**config.mk**
```make
export PLATFORM = sky130hd
export DESIGN_NAME = iir_filter_df2t
export DESIGN_NICKNAME = d
export VERILOG_FILES = /design/src/hw/rtl/iirdf_pkg.sv /design/src/hw/rtl/iirdf_cfg.sv /design/src/hw/rtl/iirdf_mac.sv /design/src/hw/rtl/iir_filter_df2t.sv
export SDC_FILE = /design/constraint.sdc
export NUM_CORES = 2
export LEC_CHECK = 0
export BUFFER_PORTS_ARGS = -buffer_cell sky130_fd_sc_hd__buf_2
export CAP_MARGIN = 10
export CELL_PAD_IN_SITES_DETAIL_PLACEMENT = 0
export CELL_PAD_IN_SITES_GLOBAL_PLACEMENT = 1
export CORE_MARGIN = 10
export CORE_UTILIZATION = 36
export CTS_BUF_LIST = sky130_fd_sc_hd__clkbuf_4
export DETAILED_ROUTE_END_ITERATION = 16
export HOLD_SLACK_MARGIN = 0.15
export PLACE_DENSITY = 0.62
export SYNTH_ARGS = -nofsm -noshare
export SYNTH_HDL_FRONTEND = slang
export SYNTH_SLANG_ARGS = --single-unit
```
**constraint.sdc**
```tcl
create_clock -name clk -period 23.8 [get_ports clk]
set_input_delay 2.38 -clock clk [delete_from_list [all_inputs] [get_ports clk]]
set_output_delay 2.38 -clock clk [all_outputs]
set_load 0.05 [all_outputs]
```
**src/hw/rtl/iirdf_pkg.sv**
```systemverilog
// Types, constants and arithmetic helpers of the transposed direct form II IIR filter.
// Depends on nothing; imported by every RTL module of the block.
package iirdf_pkg;

	// Delay line depth; the register map carries taps up to order 3, so 1..3.
	localparam int MAX_ORDER = 3;
	localparam int NUM_B     = 4;

	localparam int SMP_W  = 16;
	localparam int COEF_W = 18;
	localparam int Z_W    = 40;
	localparam int PROD_W = COEF_W + SMP_W;
	localparam int ACC_W  = Z_W + 1;
	localparam int UPD_W  = Z_W + 2;
	localparam int RND_SH = 14;

	localparam int ZIDX_W = (MAX_ORDER > 1) ? $clog2(MAX_ORDER) : 1;

	// Step schedule: b products on steps 0..MAX_ORDER, a products from PB_START.
	// PB_START waits for y, which is registered on step 2.
	localparam int PB_START  = (MAX_ORDER + 1 > 3) ? MAX_ORDER + 1 : 3;
	localparam int LAST_STEP = PB_START + MAX_ORDER;
	localparam int STEP_W    = $clog2(LAST_STEP + 1);

	typedef logic        [1:0]        order_t;
	typedef logic        [1:0]        sidx_t;
	typedef logic signed [COEF_W-1:0] coef_t;
	typedef logic signed [SMP_W-1:0]  smp_t;
	typedef logic signed [Z_W-1:0]    z_t;
	typedef logic signed [PROD_W-1:0] prod_t;
	typedef logic signed [ACC_W-1:0]  acc_t;
	typedef logic signed [UPD_W-1:0]  upd_t;
	typedef logic        [ZIDX_W-1:0] zidx_t;
	typedef logic        [STEP_W-1:0] step_t;

	localparam coef_t B0_RESET = coef_t'(16384);

	typedef enum logic [1:0] {
		OP_PROCESS,
		OP_CLEAR,
		OP_LOAD,
		OP_READ
	} opcode_t;

	typedef enum logic [2:0] {
		REG_ORDER,
		REG_B0,
		REG_B1,
		REG_B2,
		REG_B3,
		REG_A1,
		REG_A2,
		REG_A3
	} reg_idx_t;

	typedef struct packed {
		order_t                 order;
		coef_t [NUM_B-1:0]      coef_b;
		coef_t [NUM_B-1:1]      coef_a;
	} coef_set_t;

	function automatic order_t eff_order(input order_t o);
		if (int'(o) > MAX_ORDER)
			return order_t'(MAX_ORDER);
		return o;
	endfunction

	// Round half up by 2^RND_SH, then clamp to the sample range.
	function automatic smp_t round_sat16(input acc_t acc);
		logic signed [ACC_W:0]        biased;
		logic signed [ACC_W-RND_SH:0] q;
		biased = {acc[ACC_W-1], acc} + (ACC_W+1)'(1 << (RND_SH - 1));
		q = biased[ACC_W:RND_SH];
		if (q > $signed({{(ACC_W-RND_SH-SMP_W+1){1'b0}}, 1'b0, {(SMP_W-1){1'b1}}}))
			return {1'b0, {(SMP_W-1){1'b1}}};
		if (q < $signed({{(ACC_W-RND_SH-SMP_W+1){1'b1}}, 1'b1, {(SMP_W-1){1'b0}}}))
			return {1'b1, {(SMP_W-1){1'b0}}};
		return q[SMP_W-1:0];
	endfunction

	// Clamp an exact update to the delay element range.
	function automatic z_t sat40(input upd_t v);
		if ((&v[UPD_W-1:Z_W-1]) || !(|v[UPD_W-1:Z_W-1]))
			return v[Z_W-1:0];
		if (v[UPD_W-1])
			return {1'b1, {(Z_W-1){1'b0}}};
		return {1'b0, {(Z_W-1){1'b1}}};
	endfunction

endpackage

```
**src/hw/rtl/iirdf_cfg.sv**
```systemverilog
// Configuration register file: filter order and the normalised Q3.14 taps.
// Depends on iirdf_pkg.
module iirdf_cfg import iirdf_pkg::*; (
	input  logic              clk,
	input  logic              arst_n,
	input  logic              cfg_valid,
	input  logic [2:0]        cfg_index,
	input  logic [COEF_W-1:0] cfg_data,
	output coef_set_t         coefs
);

	coef_set_t coefs_q;

	always_ff @(posedge clk or negedge arst_n) begin
		if (!arst_n) begin
			coefs_q.order  <= '0;
			coefs_q.coef_b <= {{(3*COEF_W){1'b0}}, B0_RESET};
			coefs_q.coef_a <= '0;
		end else if (cfg_valid) begin
			case (reg_idx_t'(cfg_index))
				REG_ORDER: coefs_q.order     <= cfg_data[1:0];
				REG_B0:    coefs_q.coef_b[0] <= cfg_data;
				REG_B1:    coefs_q.coef_b[1] <= cfg_data;
				REG_B2:    coefs_q.coef_b[2] <= cfg_data;
				REG_B3:    coefs_q.coef_b[3] <= cfg_data;
				REG_A1:    coefs_q.coef_a[1] <= cfg_data;
				REG_A2:    coefs_q.coef_a[2] <= cfg_data;
				REG_A3:    coefs_q.coef_a[3] <= cfg_data;
				default: begin
				end
			endcase
		end
	end

	assign coefs = coefs_q;

endmodule

```
**src/hw/rtl/iirdf_mac.sv**
```systemverilog
// Shared signed multiplier: Q3.14 tap times Q0.15 sample, product registered.
// Depends on iirdf_pkg.
module iirdf_mac import iirdf_pkg::*; (
	input  logic  clk,
	input  logic  en,
	input  coef_t coef,
	input  smp_t  operand,
	output prod_t product_s1
);

	always_ff @(posedge clk) begin
		if (en)
			product_s1 <= coef * operand;
	end

endmodule

```
**src/hw/rtl/iir_filter_df2t.sv**
```systemverilog
// Top level of the transposed direct form II IIR filter: sequencer, delay line, output register.
// Depends on iirdf_pkg, iirdf_cfg and iirdf_mac.
//
//  channel | handshake                | payload
//  --------+--------------------------+--------------------------------------------------
//  input   | in_valid / in_stall      | opcode, sample_in, state_index, state_value, block_end
//  output  | out_valid / out_stall    | sample_out, state_out, block_end_out
//  config  | cfg_valid / cfg_ready    | cfg_index, cfg_data
//
// A process item is latched at its transfer, then runs LAST_STEP+1 = 8 steps on the one shared
// multiplier (2*MAX_ORDER+1 products) and is handed off before the input reopens. Clear, load
// and read run only step 0 before the hand-off. Reset empties the output register and zeroes
// the delay line and taps (b0 = 1.0, order 0). A held out_stall keeps the result in the output
// register and the next item waits in the hand-off state until the register frees.
module iir_filter_df2t import iirdf_pkg::*; (
	input  logic              clk,
	input  logic              arst_n,

	input  logic              in_valid,
	output logic              in_stall,
	input  logic [1:0]        opcode,
	input  logic signed [15:0] sample_in,
	input  logic [1:0]        state_index,
	input  logic signed [39:0] state_value,
	input  logic              block_end,

	output logic              out_valid,
	input  logic              out_stall,
	output logic signed [15:0] sample_out,
	output logic signed [39:0] state_out,
	output logic              block_end_out,

	input  logic              cfg_valid,
	output logic              cfg_ready,
	input  logic [2:0]        cfg_index,
	input  logic [17:0]       cfg_data
);

	typedef enum logic [1:0] {
		ST_IDLE,
		ST_RUN,
		ST_FIN
	} state_t;

	state_t    state_q;
	step_t     step_q;
	step_t     last_q;
	logic      out_valid_q;
	smp_t      sample_out_q;
	z_t        state_out_q;
	logic      block_end_out_q;

	opcode_t   op_q;
	smp_t      x_q;
	sidx_t     idx_q;
	z_t        ld_val_q;
	logic      be_q;
	order_t    n_q;
	smp_t      y_q;
	z_t        st_q;
	acc_t      acc_q;
	acc_t      t_q [MAX_ORDER];
	z_t        z_q [MAX_ORDER];

	coef_set_t coefs;
	coef_t     mul_coef;
	smp_t      mul_opnd;
	prod_t     product_s1;
	logic      run;
	logic      accept;
	zidx_t     zr_addr;
	z_t        zr;
	zidx_t     tk;
	zidx_t     zj;
	logic [1:0] bidx;
	logic [1:0] aidx;

	assign cfg_ready = 1'b1;
	assign in_stall  = (state_q != ST_IDLE);
	assign accept    = in_valid && !in_stall;
	assign run       = (state_q == ST_RUN);

	iirdf_cfg u_cfg (
		.clk       (clk),
		.arst_n    (arst_n),
		.cfg_valid (cfg_valid && cfg_ready),
		.cfg_index (cfg_index),
		.cfg_data  (cfg_data),
		.coefs     (coefs)
	);

	iirdf_mac u_mac (
		.clk        (clk),
		.en         (run),
		.coef       (mul_coef),
		.operand    (mul_opnd),
		.product_s1 (product_s1)
	);

	assign bidx = step_q[1:0];
	assign aidx = 2'(step_q - STEP_W'(PB_START - 1));
	assign tk   = ZIDX_W'(step_q - STEP_W'(2));
	assign zj   = ZIDX_W'(step_q - STEP_W'(PB_START + 1));

	// Multiplier schedule: b0*x, b1..bn*x, then a1..an*y.
	always_comb begin
		mul_coef = coefs.coef_b[0];
		mul_opnd = x_q;
		if (step_q >= 1 && step_q <= MAX_ORDER) begin
			mul_coef = coefs.coef_b[bidx];
		end else if (step_q >= PB_START && step_q < PB_START + MAX_ORDER) begin
			mul_coef = coefs.coef_a[aidx];
			mul_opnd = y_q;
		end
	end

	// Single read port on the delay line: z[idx] for a read, z0 for y, z[k+1] for the updates.
	always_comb begin
		if (step_q == 0)
			zr_addr = ZIDX_W'(idx_q);
		else if (step_q == 1)
			zr_addr = '0;
		else
			zr_addr = ZIDX_W'(step_q - STEP_W'(1));
	end
	assign zr = z_q[zr_addr];

	always_ff @(posedge clk or negedge arst_n) begin
		if (!arst_n) begin
			state_q         <= ST_IDLE;
			step_q          <= '0;
			last_q          <= '0;
			out_valid_q     <= 1'b0;
			sample_out_q    <= '0;
			state_out_q     <= '0;
			block_end_out_q <= 1'b0;
		end else begin
			if (out_valid_q && !out_stall && state_q != ST_FIN)
				out_valid_q <= 1'b0;
			case (state_q)
				ST_IDLE: begin
					if (accept) begin
						state_q <= ST_RUN;
						step_q  <= '0;
						last_q  <= (opcode_t'(opcode) == OP_PROCESS) ? step_t'(LAST_STEP) : '0;
					end
				end
				ST_RUN: begin
					if (step_q == last_q)
						state_q <= ST_FIN;
					else
						step_q <= step_q + STEP_W'(1);
				end
				ST_FIN: begin
					// hold until the output register is free or being emptied
					if (!out_valid_q || !out_stall) begin
						out_valid_q     <= 1'b1;
						sample_out_q    <= y_q;
						state_out_q     <= st_q;
						block_end_out_q <= be_q;
						state_q         <= ST_IDLE;
					end
				end
				default: state_q <= ST_IDLE;
			endcase
		end
	end

	// Item registers and working values.
	always_ff @(posedge clk) begin
		if (accept) begin
			op_q     <= opcode_t'(opcode);
			x_q      <= sample_in;
			idx_q    <= state_index;
			ld_val_q <= state_value;
			be_q     <= block_end;
			n_q      <= eff_order(coefs.order);
			y_q      <= '0;
			st_q     <= '0;
		end
		if (run) begin
			if (step_q == 0 && op_q == OP_READ)
				st_q <= (idx_q < n_q) ? zr : '0;
			if (step_q == 1)
				acc_q <= ((n_q != '0) ? ACC_W'(zr) : '0) + ACC_W'(product_s1);
			if (step_q == 2)
				y_q <= round_sat16(acc_q);
			if (step_q >= 2 && step_q <= MAX_ORDER + 1)
				t_q[tk] <= ((int'(tk) + 1 < int'(n_q)) ? ACC_W'(zr) : '0) + ACC_W'(product_s1);
		end
	end

	// Delay line.
	always_ff @(posedge clk or negedge arst_n) begin
		if (!arst_n) begin
			for (int i = 0; i < MAX_ORDER; i++)
				z_q[i] <= '0;
		end else if (run) begin
			if (step_q == 0 && op_q == OP_CLEAR) begin
				for (int i = 0; i < MAX_ORDER; i++)
					z_q[i] <= '0;
			end
			if (step_q == 0 && op_q == OP_LOAD && idx_q < n_q)
				z_q[ZIDX_W'(idx_q)] <= ld_val_q;
			if (op_q == OP_PROCESS && step_q >= PB_START + 1 &&
			    step_q <= PB_START + MAX_ORDER && int'(zj) < int'(n_q))
				z_q[zj] <= sat40(UPD_W'(t_q[zj]) - UPD_W'(product_s1));
		end
	end

	assign out_valid     = out_valid_q;
	assign sample_out    = sample_out_q;
	assign state_out     = state_out_q;
	assign block_end_out = block_end_out_q;

endmodule

```
[Yosys cells after proc, flatten, opt, wreduce, memory -nomap -nowiden]
Memory sizes are Yosys's and may differ from the RTL's.
Cells that the tools add are included.
Cells by class
  multipliers: 1
  add/sub/neg operators: 10
  reductions and logical operators: 43
  equality and inequality tests: 20
  muxes and demuxes: 71
  bitwise gates (word level): 3
  $lt $le $gt $ge: 19
Operators with widths (count)
  two-way mux 120 bit: 5
  two-way mux 40 bit: 14
  bitwise mux 120 bit: 2
  demux 40 bit (select 2 bit): 2
  two-way mux 16 bit: 9
  adder 41 bit: 2
  two-way mux 41 bit: 2
  binary-select mux 40 bit (select 2 bit): 1
  binary-select mux 18 bit (select 2 bit): 2
  two-way mux 18 bit: 4
  adder 41 x 15 -> 42 bit (second input constant): 1
  subtractor 41 x 34 -> 42 bit: 1
  multiplier 18 x 16 -> 34 bit: 1
  greater-than comparator 28 x 16 -> 1 bit (second input constant): 1
  less-than comparator 28 x 16 -> 1 bit (second input constant): 1
  AND reduction 2 bit: 11
  two-way mux 1 bit: 20
  >= comparator 3 bit (second input constant): 5
  logical AND 1 bit: 14
  == test 3 bit (second input constant): 4
  two-way mux 2 bit: 5
  == test 3 x 2 -> 1 bit (second input constant): 3
  two-way mux 3 bit: 3
  NOT 2 -> 3 bit: 3
  other kinds (28): 51
Word-level totals
  input port bits: 87
  output and inout bits: 60
  flip-flop bits (word level): 508
  memories kept: 1
  word-level logic and storage cells: 196
  RAM bits: 123
Memories
  t_q: depth 3, width 41, rd ports 1, clocked after memory_dff 0, wr ports 1, RTL line iir_filter_df2t.sv:62  | acc_t t_q [MAX_ORDER];

[Logic depth before layout (Yosys ltp)]
An unclocked memory read counts as a cell.
  depth in word-level cells: 18
  gate-level depth with buffers: 34
  gate-level depth less buffers: 31

[Hierarchy]
Synthesis repeated with hierarchy kept, for this count alone.
Unflattened totals
  cells, all modules: 4190
  area, all modules: 43902.1 sq um
Modules (own cells, without submodules)
  iir_filter_df2t: times used 1, cells each 2634, seq. area each 12151.7 sq um, area each 26793.2 sq um
  iirdf_mac: times used 1, cells each 1278, seq. area each 1021.0 sq um, area each 12054.1 sq um
  iirdf_cfg: times used 1, cells each 278, seq. area each 3204.3 sq um, area each 5054.8 sq um

[Worst setup path after synthesis]
No wires, ideal clock.
  path type: reg-to-reg
  start point: reg step_q[1]
  end point: reg u_mac.product_s1[33], data pin
  arrival time: 7876 ps
  period minus slack after synthesis: 8136 ps
  data required time: 23540 ps
  cell stages (with the launch flop): 33
  setup slack: 15664 ps
  cell sequence: dfrtp_1 clkbuf_1 inv_1 ha_1 buf_2 buf_1 mux2i_1 nor2_1 a21oi_1 a21oi_1 mux2i_1 nor2_1 fa_1 inv_1 fa_1 fa_1 inv_1 fa_1 fa_1 inv_1 fa_1 inv_1 ha_1 a21o_1 a21o_1 a21o_1 a21o_1 a21o_1 a21bo_2 a41oi_1 o21ai_0 a31oi_1 xnor2_1
Between the ends
  word-level cells in the longest chain between the ends: 6
RTL lines
  start, declared: RTL line iir_filter_df2t.sv:46  | step_t step_q;
  start signal, assigned: RTL line iir_filter_df2t.sv:152  | step_q <= step_q + STEP_W'(1);
  subtractor 2 bit: RTL line iir_filter_df2t.sv:101  | assign aidx = 2'(step_q - STEP_W'(PB_START - 1));
  binary-select mux 18 bit (select 2 bit): RTL line iir_filter_df2t.sv:112  | mul_coef = coefs.coef_a[aidx];
  two-way mux 18 bit (not written as such): RTL line iir_filter_df2t.sv:112
  two-way mux 18 bit: RTL line iir_filter_df2t.sv:111  | end else if (step_q >= PB_START && step_q < PB_START + MAX_ORDER) begin
  two-way mux 18 bit: RTL line iir_filter_df2t.sv:109  | if (step_q >= 1 && step_q <= MAX_ORDER) begin
  multiplier 18 x 16 -> 34 bit *: RTL line iirdf_mac.sv:13  | product_s1 <= coef * operand;
  end signal, assigned: RTL line iirdf_mac.sv:13
  end, declared: RTL line iirdf_mac.sv:8  | output prod_t product_s1
Every way passes the cells marked *; elsewhere a longest branch is shown, timed or not. The select of a mux whose other input is x is not followed.
A chain may end at the register's enable or synchronous reset.

[Final worst setup path]
  start point: reg step_q[0]
  end point: reg u_mac.product_s1[32], data pin
The elaborated chain is that of the path after synthesis.

==> impl_metrics.ini <==
[status]
status = finished clean

[clock_tree]
ctsResizeCount = 0
clk_latency_ns = 1.13
cts_setup_buffers = 0
clock_sink_count = 616
clk_pin_slew_worst_paths_ns = 0.06
ctsRootBufferMaster = clkbuf_4
cts_tree = yes
cts_hold_buf = 0
cts_buffers = 173
htreeDepth = 4
clk_path_buf_depth = 3

[die]
pin_count = 147
start_util_pct = 36.27
rows = 127
die_w_um = 367.7
fp.dieArea_um2 = 135200
core_um2 = 120000
dieHeight_um = 367.7

[detailed_routing]
dr_total_vias = 32940
drc = 0
drtIter0Drc = 2641
drt_wl_total_um = 141000
dr.pass1.iters = 6
ant_nets = 0
post_drt_via_cell_ratio = 5.310
wire_per_inst_um = 22.73

[setup_path]
critical_path.endpoint_type = flip-flop
r2r_cells = 28
crit_path_start_kind = flip-flop
critPathArrivalTime_ns = 10.44
cpPeakStageDelay_ns = 0.93
endpoint = u_mac.product_s1[32]$_DFFE_PP_
rr_endpoint = u_mac.product_s1[32]$_DFFE_PP_
slowest_stage = dfrtp_4
cpMostUsedCell = fa_1
rrSetupSlack_ns = 14.17
path_class = reg -> reg
crit_required_ns = 24.62
timing.critical_path.fanout_max = 45
startpoint = step_q[0]$_DFFE_PN0P_
r2r-start = step_q[0]$_DFFE_PN0P_

[global_routing]
grt_usage_pct = 20.67
grt_max_degree = 123
grt_overflow = 0
grt_pass1_wl_um = 214500
antenna_found_initial = 15
grt_pass1_vias = 34120

[logic_synthesis]
seq_area_frac_synth_pct = 37.64
synth_area_um2 = 43510
yosys-top-cells-count = inv_1, nor2_1, nand2_1, dfrtp_1, a21oi_1
ys_async_sr_fraction_pct = 50.65
syn-instance-count = 4227
synth_cell_types = 95
synth_edf_count = 248
synthTopCellsByArea = dfrtp_1, edfxtp_1, fa_1
ys_ff_latch = 616
synth_top_area_share_pct = 17.88
yosysMostFrequentCell = inv_1
syn_avg_cell_area_um2 = 10.29
synth_nets = 4822
ys.flop_type = dfrtp_1
synth_top_area_cell = dfrtp_1
yosys_warnings = 0

[min_path]
hp-class = reg -> reg
hold_depth = 1

[placement]
gp_congestion = 0.8988
io_buffers = 145
place_hpwl_um = 106400

[finish]
final_nets = 5045
drive_above_1_share_pct = 17.68
syn_to_final_growth_pct = 11.64

[timing]
worst_pin_slew_ns = 1.225
fmax_ghz = 0.1039
setup_viol = 0
finalHoldViolations = 0
relSlewSlack_pct = 17.47
grt_setup_unrepaired = no
fin_tns_setup_ns = 0
period_share_pct = 40.45
fin_crit_ns = 9.627
clock_skew_ns = 0.09528
slew_viol_final = 0

[flow_run]
drv_cap = 0
logic make-up after synthesis:
| logic type | Yosys count | share of synthesized area, % |
|---|---|---|
| AOI/OAI and AO/OA | 949 | 13.89 |
| and+or+nand+nor | 1027 | 10.91 |
| other | 1 | 0.008618 |
| adders and majority gates | 508 | 19.66 |
| buffers and inverters | 626 | 5.636 |
| DFF | 616 | 37.64 |
| xor gates and xnor gates | 137 | 2.757 |
| muxes | 363 | 9.492 |
how the worst min path moves through the flow:
stage	from	end
2_1_floorplan	u_cfg.coefs[126]$_DFFE_PN0P_	n_q[0]$_DFFE_PP_
3_3_place_gp	st_q[4]$_DFF_P_	st_q[4]$_DFF_P_
3_5_place_dp	st_q[25]$_DFF_P_	st_q[25]$_DFF_P_
4_1_cts	st_q[14]$_DFF_P_	st_q[14]$_DFF_P_
5_1_grt	st_q[34]$_DFF_P_	st_q[34]$_DFF_P_
6_report	st_q[22]$_DFF_P_	st_q[22]$_DFF_P_
sequential cells by signal, indices dropped and copies added, names as in the netlist, 2 cells and up:
register	cells
acc_q	28
idx_q	2
ld_val_q	40
n_q	2
op_q	2
sample_out	16
st_q	40
state_out	40
state_q	2
step_q	3
t_q	123
u_cfg.coefs	128
u_mac.product_s1	34
x_q	16
y_q	16
z_q	120
layout make-up:
cell class | count | area (um2)
flip-flops and latches | 616 | 16380
fillers | 12000 | 71390
diodes | 10 | 25.02
clock buffers | 263 | 1974
multi-input cells | 2985 | 24830
clock inverters | 44 | 307.8
repair buffers | 227 | 1364
well taps | 1612 | 2017
inverters | 447 | 1679
metrics by stage:
stage / instance area (um2) / util [%] / setup slack (ns) / std cells / hold WS [ns]
2_1_floorplan: 43510 / - / 15.66 / 4227 / 0.4211
3_3_place_gp: 46270 / 38.57 / 14.20 / 5887 / 0.4528
3_5_place_dp: 46270 / 38.57 / 14.13 / 5887 / 0.4578
4_1_cts: 48550 / 40.47 / 14.08 / 6194 / 0.4746
5_1_grt: 48570 / 40.49 / 13.55 / 6201 / 0.4868
6_report: 48580 / 40.49 / 14.17 / 6204 / 0.4714
routing by layer:
metal	up-vias	track usage [%]	routed length (um)
met4	2	7.024	4228
met3	229	4.395	8847
met2	1033	32.53	63740
met1	16400	28.05	64200
met5	-	0	13
li1	15280	-	-
critical path: cells and delay by family (launching register included):
family,cells,cell delay [ns]
adder cells (fa/ha/maj),9,3.83
AO/OA/AOI/OAI,10,2.29
buffers and inverters,6,1.21
flip-flops,1,0.93
multiplexers,1,0.82
AND/OR/NAND/NOR,1,0.15
XOR/XNOR,1,0.08
cells in the final DEF, fill, tap and decap left out, types with 19 or more instances in the layout:
cell type	count
nand2_1	314
nor2_1	357
nor3_1	27
mux2i_1	129
o21ai_1	38
xnor2_1	93
mux2_2	213
buf_2	144
ha_1	214
a222oi_1	27
a31oi_1	25
a21o_1	68
nor2b_1	23
and3_1	21
dfrtp_1	310
fa_1	293
inv_1	442
a21oi_1	294
o21ai_0	194
dfxtp_1	56
a22oi_1	63
o21a_1	28
nand4_1	19
nand2b_1	39
and2_1	95
xor2_1	44
clkbuf_4	263
clkinv_1	27
buf_4	81
nand3_1	51
o21bai_1	24
a22o_1	44
edfxtp_1	248
Power is not shown: default switching activity piles up to over one toggle a cycle in this logic, so the estimate is an artifact.
